## config.mk

```make
export PLATFORM = sky130hd
export DESIGN_NAME = fct_queue
export DESIGN_NICKNAME = d
export VERILOG_FILES = /design/src/fibre_conductivity_tensor_core_macros.svh /design/src/fct_pkg.sv /design/src/fct_queue.sv
export SDC_FILE = /design/constraint.sdc
export NUM_CORES = 1
export LEC_CHECK = 0
export BUFFER_PORTS_ARGS = -buffer_cell sky130_fd_sc_hd__buf_2
export CORE_UTILIZATION = 44
export CTS_CLUSTER_SIZE = 12
export DETAILED_ROUTE_END_ITERATION = 8
export HOLD_SLACK_MARGIN = 0.15
export SYNTH_ARGS = -nofsm -noshare
export SYNTH_HDL_FRONTEND = slang
export SYNTH_SLANG_ARGS = --single-unit
```

## constraint.sdc

```tcl
create_clock -name clk -period 3.5 [get_ports clk]
set_clock_uncertainty 0.05 [all_clocks]
set_input_delay 0.7 -clock clk [delete_from_list [all_inputs] [get_ports clk]]
set_output_delay 0.7 -clock clk [all_outputs]
set_load 0.01 [all_outputs]
```

## src/fibre_conductivity_tensor_core_macros.svh

```systemverilog
// ----------------------------------------------------------------------------
// Assertion macros for the fibre conductivity tensor core
// Concurrent checks, clocked on clk and disabled during reset; empty when
// the code is built for synthesis.
// ----------------------------------------------------------------------------
`ifndef FIBRE_CONDUCTIVITY_TENSOR_CORE_MACROS_SVH
`define FIBRE_CONDUCTIVITY_TENSOR_CORE_MACROS_SVH

`ifndef SYNTHESIS
// Property that must hold at every clock edge outside reset.
`define FCT_ASSERT(name, prop) \
  name: assert property (@(posedge clk) disable iff (rst) (prop)) \
    else $error("fct: invariant violated");
// Condition that, when seen, must be followed by another in the next cycle.
`define FCT_ASSERT_NEXT(name, ante, cons) \
  name: assert property (@(posedge clk) disable iff (rst) (ante) |=> (cons)) \
    else $error("fct: sequence violated");
`else
`define FCT_ASSERT(name, prop)
`define FCT_ASSERT_NEXT(name, ante, cons)
`endif

`endif

```

## src/fct_pkg.sv

```systemverilog
// ----------------------------------------------------------------------------
// fct_pkg
// Shared types, constants and arithmetic helpers of the conductivity tensor.
// ----------------------------------------------------------------------------
package fct_pkg;

  localparam int ANGLE_BITS_DEF = 12;
  localparam int SIGMA_W        = 24;
  localparam int OUT_W          = 25;
  localparam int TRIG_W         = 16;
  localparam int MAG_W          = TRIG_W - 1;

  localparam int BACK_LATENCY   = 5;
  localparam int MID_DEPTH      = 4;
  localparam int OUT_DEPTH      = 8;
  localparam int MID_CNT_W      = $clog2(MID_DEPTH + 1);
  localparam int OUT_CNT_W      = $clog2(OUT_DEPTH + 1);
  localparam int FLIGHT_W       = $clog2(BACK_LATENCY + 1);

  localparam logic signed [OUT_W-1:0] OUT_MAX = {1'b0, {(OUT_W-1){1'b1}}};
  localparam logic signed [OUT_W-1:0] OUT_MIN = {1'b1, {(OUT_W-1){1'b0}}};

  typedef enum logic [0:0] {
    REG_SIGMA_LONG  = 1'b0,
    REG_SIGMA_TRANS = 1'b1
  } cfg_reg_t;

  typedef logic [SIGMA_W-1:0]        sigma_t;
  typedef logic signed [TRIG_W-1:0]  trig_t;
  typedef logic signed [OUT_W-1:0]   tensor_t;

  typedef struct packed {
    trig_t sin_theta;
    trig_t cos_theta;
    trig_t sin_phi;
    trig_t cos_phi;
  } trig_set_t;

  typedef struct packed {
    tensor_t xx;
    tensor_t yy;
    tensor_t zz;
    tensor_t xy;
    tensor_t xz;
    tensor_t yz;
  } tensor_set_t;

  // Signed Q1.15 value from a table magnitude and a quadrant sign.
  function automatic trig_t apply_sign(input logic [MAG_W-1:0] mag, input logic neg);
    trig_t v;
    v = signed'({1'b0, mag});
    return neg ? -v : v;
  endfunction

  // Product narrowed by an arithmetic right shift of 15, which is a floor.
  function automatic logic signed [26:0] mq(input logic signed [25:0] a,
                                             input logic signed [16:0] b);
    logic signed [42:0] p;
    p = a * b;
    return p[41:15];
  endfunction

  // Clamp to the signed Q8.16 result range.
  function automatic tensor_t sat(input logic signed [26:0] v);
    tensor_t r;
    if (v > 27'(OUT_MAX)) begin
      r = OUT_MAX;
    end else if (v < 27'(OUT_MIN)) begin
      r = OUT_MIN;
    end else begin
      r = v[OUT_W-1:0];
    end
    return r;
  endfunction

endpackage

```

## src/fct_queue.sv

```systemverilog
// ----------------------------------------------------------------------------
// fct_queue
// Small first-in first-out queue with the oldest entry shown on rdata.
// ----------------------------------------------------------------------------
module fct_queue import fct_pkg::*; #(
  parameter int WIDTH = OUT_W,
  parameter int DEPTH = OUT_DEPTH
) (
  input  logic                           clk,
  input  logic                           rst,
  input  logic                           push,
  input  logic [WIDTH-1:0]               wdata,
  input  logic                           pop,
  output logic [WIDTH-1:0]               rdata,
  output logic                           empty,
  output logic [$clog2(DEPTH+1)-1:0]     count
);

  localparam int PW = $clog2(DEPTH);
  localparam int CW = $clog2(DEPTH + 1);

  logic [WIDTH-1:0] entries [DEPTH];
  logic [PW-1:0]    wr_ptr;
  logic [PW-1:0]    rd_ptr;

  always_ff @(posedge clk) begin
    if (push) begin
      entries[wr_ptr] <= wdata;
    end
  end

  always_ff @(posedge clk) begin
    if (rst) begin
      wr_ptr <= '0;
      rd_ptr <= '0;
      count  <= '0;
    end else begin
      if (push) begin
        wr_ptr <= wr_ptr + PW'(1);
      end
      if (pop) begin
        rd_ptr <= rd_ptr + PW'(1);
      end
      case ({push, pop})
        2'b10:   count <= count + CW'(1);
        2'b01:   count <= count - CW'(1);
        default: count <= count;
      endcase
    end
  end

  assign rdata = entries[rd_ptr];
  assign empty = (count == '0);

endmodule

```

Word level (Yosys, flattened, before mapping)
Memories as Yosys holds them, arrays and structs flattened. A register that Yosys moved wholly into a read port is not among the register bits.
Cells that the tools add are included.
Widths: inputs -> output; s select.
- output and inout port bits: 30
- memories: 1
- bits of input ports: 29
- flip-flop bits (word level): 10
- bits in writable memories: 200
- logic and storage cells: 17
- memories (memory ; depth ; bits a word ; rd ports ; clocked after Yosys merged registers in ; write ports ; RTL line ; source):
    entries ; 8 ; 25 ; 1 ; 1 ; 1 ; fct_queue.sv:22 ; logic [WIDTH-1:0] entries [DEPTH];
- equal/unequal tests: 2
- add/subtract/negate cells: 4
- multiplexer cells: 5
- reductions and logical operators: 2
- operators with widths (kind ; number):
    $pmux 4 s2 ; 1
    $add 3x1->3 const B ; 2
    $mux 3 ; 2
    $add 4x1->4 const B ; 1
    $logic_not 4->1 ; 1
    $sub 4x1->4 const B ; 1
    $eq 2x1->1 const B ; 1
    $eq 2x2->1 const B ; 1
    $mux 1 ; 2
    $reduce_bool 2->1 ; 1

Logic depth before layout (Yosys ltp)
- depth in word-level cells: 3
- mapped depth: 8
- mapped depth without buffers: 8

Least setup slack after synthesis
No wires, ideal clock.
- path kind: input-to-reg
- from: input port push
- to: memory entries[0][0] (netlist bit), enable pin
- library setup time: 438 ps
- path buffers: 0
- data arrival time: 2547 ps
- setup slack: 464 ps
- stages on the path: 2
- cell sequence: nand2b_1 > nor3_1
- word-level cells in the longest chain between the ends: 2
- ends and longest elaborated chain (element ; RTL line ; source):
    start, declared ; fct_queue.sv:11 ; input logic push,
    $mux 1 ; fct_queue.sv:27 ; if (push) begin
    $mux 1 (implied by the code) ; fct_queue.sv:28 ; entries[wr_ptr] <= wdata;
    end, declared ; fct_queue.sv:22 ;
Every way passes these cells.

==> run summary <==
status -> complete, no violations
# DRC -> 0
fmax -> 321 MHz
count of pins over their slew limit -> 0
pwr/cell area -> 576 mW/mm^2
hold path start -> wdata[8]
Core Area -> 0.0183 sq mm
CTS hold repair buffers -> 0
CP max-delay cell -> dfxtp_2
Die Y -> 140 um
Worst-path clk slew -> 0.06 ns
synth cell count leaders -> edfxtp_1, mux4_1, mux2_2
buffers inserted by post-CTS timing repair -> 0
1st-pass router iterations -> 4
TritonCTS clock tree -> built
syn_area_per_cell -> 23.1 sq um
slew margin rel. -> 0.561
Synth Warn # -> 0
GRT Util Overall -> 0.164
Layout area overhead -> 16.4%
Seq/Total Area, Yosys -> 0.753
Slew @ Worst Pin -> 0.658 ns
Crit path largest cell delay -> 0.73 ns
metal2 WL -> 7710 um
die area -> 0.0195 sq mm
clock latency on the worst-skew pair -> 0.51 ns
combinational power share -> 0.076
Post-Route WL -> 15200 um
global route overflow -> 0
placed instance area -> 0.00895 sq mm
CTS buffer count -> 24
Post-synth EDFFs -> 200
Int Power -> 0.00440 W
Syn Std Cell Area -> 0.00832 sq mm
Sw Share -> 0.211
maximum capacitance violations -> 0
vias in the first global route -> 4033
R2R depth -> 3
wire per inst -> 22.0 um
Post-Syn Nets -> 394
Sequential Power Share -> 0.517
clock tree root driver cell -> clkbuf_16
number of port buffers -> 58
Via Count -> 3838
CP Class -> reg2out
predominant post-synthesis flop cell -> edfxtp_1
routability cong. -> 0.695
FF+latch area -> 0.00627 sq mm
Leakage -> 3.30 nW
htree depth -> 1
Final Hold Viols -> 0
asr flop ratio synth -> 0
top post-synthesis cells by area -> edfxtp_1, mux4_1, mux2_2
most frequent cell after synthesis -> edfxtp_1
Initial Util -> 0.455
Design Area, Final -> 0.00968 sq mm
CP arrival -> 2.36 ns
worst r2r src -> wr_ptr[1]
chip width -> 140 um
crit end category -> primary output
CP bufs+invs -> 2
largest net degree at the start of global routing -> 31
Setup violations, final -> 0
Antenna Violating Nets Remaining -> 0
post-route setup TNS -> 0 ns
Clk pwr share -> 0.407
CTS resizes -> 0
Worst Hold Path EP -> entries[3][8]
WP data required -> 2.75 ns
worst vdd ir -> 0.360 mV
Hold Crit Depth -> 1
CP Cell Sequence -> buf_4 > mux4_1 > mux2_2 > buf_2
# rows -> 49
RR Endpoint -> entries[6][5]
Metal-1 WL -> 6590 um
fin crit period -> 3.11 ns
CTS Sinks -> 213
metal3 WL -> 511 um
Synth Register Bits -> 213
Final nets -> 478
max layer used -> met4
reg2reg setup slack -> 1.69 ns
DP HPWL -> 8730 um
Post-Synthesis Cells -> 360
antenna violations before repair -> 1
CP top delay family -> flip-flops
area of the multi-input gates -> 0.00197 sq mm
# IOs -> 59
Tcrit/Tclk final -> 0.890
Psw -> 0.00118 W
Crit Path Max Fanout -> 24
share of post-route cells with drive strength above 1 -> 0.316
CP startpoint kind -> register
global-route wire length before repair -> 23900 um
clock tree buffer depth -> 3
cell taking the most area after synthesis -> edfxtp_1
initial DRC count -> 220
RSZ-0062 raised after global routing -> no
Yosys top cell area share -> 0.722
synth unique cells -> 24
Layout fillers -> 1433
type of the most critical hold path -> in2reg
Vias/cell -> 5.57
layout make-up:
| class | instances | share of cell area |
|---|---|---|
| Clock buffer | 33 | 0.0698 |
| Inverter | 1 | 0.000388 |
| Tap cell | 229 | 0.0296 |
| Clock inverter | 8 | 0.00491 |
| Multi-Input combinational cell | 129 | 0.203 |
| Antenna cell | 1 | 0.000258 |
| Sequential cell | 213 | 0.648 |
| Timing Repair Buffer | 75 | 0.0445 |
power groups by stage:
stage	combinational (W)	clock, W	sequential, W
after CTS	0.000433	0.00232	0.00288
after global routing	0.000461	0.00242	0.00289
after detailed placement	0.000432	0	0.00294
after floorplan	0.000284	0	0.00292
final	0.000423	0.00227	0.00288
after global placement	0.000425	0	0.00293
routing by layer:
layer,vias up,track usage
met4,0,0.0439
met5,-,0
li1,1715,-
met1,2024,0.218
met3,26,0.0289
met2,73,0.278
how the worst max path moves through the flow:
stage                     slack (ns)            end  depth (start not counted)     start
after floorplan                 0.46  entries[0][0]                          2      push
after global placement          0.90       rdata[9]                          4  register
after detailed placement        0.87       rdata[9]                          4  register
after CTS                       0.32       rdata[9]                          4  register
after global routing            0.25      rdata[17]                          4  register
final                           0.39       rdata[9]                          4  register
cells in the final DEF (no fill, tap or decap), drive strengths merged:
master,Yosys,routed
edfxtp,200,200
buf,14,75
mux4,50,50
clkbuf,3,33
mux2,26,26
nor2,15,15
dfxtp,13,13
nand2,6,6
clkinv,0,6
xor2,5,5
ha,5,5
nand2b,3,3
a21oi,3,3
o21ai,3,3
mux2i,3,3
nor3,2,2
nor2b,2,2
clkinvlp,0,2
diode,0,1
inv,1,1
nor4,1,1
xnor2,1,1
or3,1,1
nor4bb,1,1
nor4b,1,1
o31ai,1,1
kinds of logic after synthesis:
| group | share of synthesized area |
|---|---|
| AOI/OAI and AO/OA | 0.00451 |
| xor gates and xnor gates | 0.00632 |
| adders and majority gates | 0.00752 |
| buffers and inverters | 0.0135 |
| DFF | 0.753 |
| muxes | 0.197 |
| and+or+nand+nor | 0.0182 |
per-stage QoR:
| step | utilization | power [W] | setup slack (ns) | std cells | hold WS (ns) |
|---|---|---|---|---|---|
| final | 0.530 | 0.00558 | 0.385 | 689 | 0.405 |
| after global routing | 0.530 | 0.00578 | 0.251 | 688 | 0.407 |
| after CTS | 0.530 | 0.00564 | 0.317 | 688 | 0.395 |
| after detailed placement | 0.490 | 0.00337 | 0.873 | 647 | 0.440 |
| after global placement | 0.490 | 0.00336 | 0.902 | 647 | 0.425 |
| after floorplan | - | 0.00321 | 0.464 | 360 | 0.412 |
state kept, by name, indices dropped and copies added, names as in the netlist, named ones only:
register,cells
count,4
wr_ptr,3
entries,200
rd_ptr,3
Note: power is estimated with default switching activity, not from simulation.
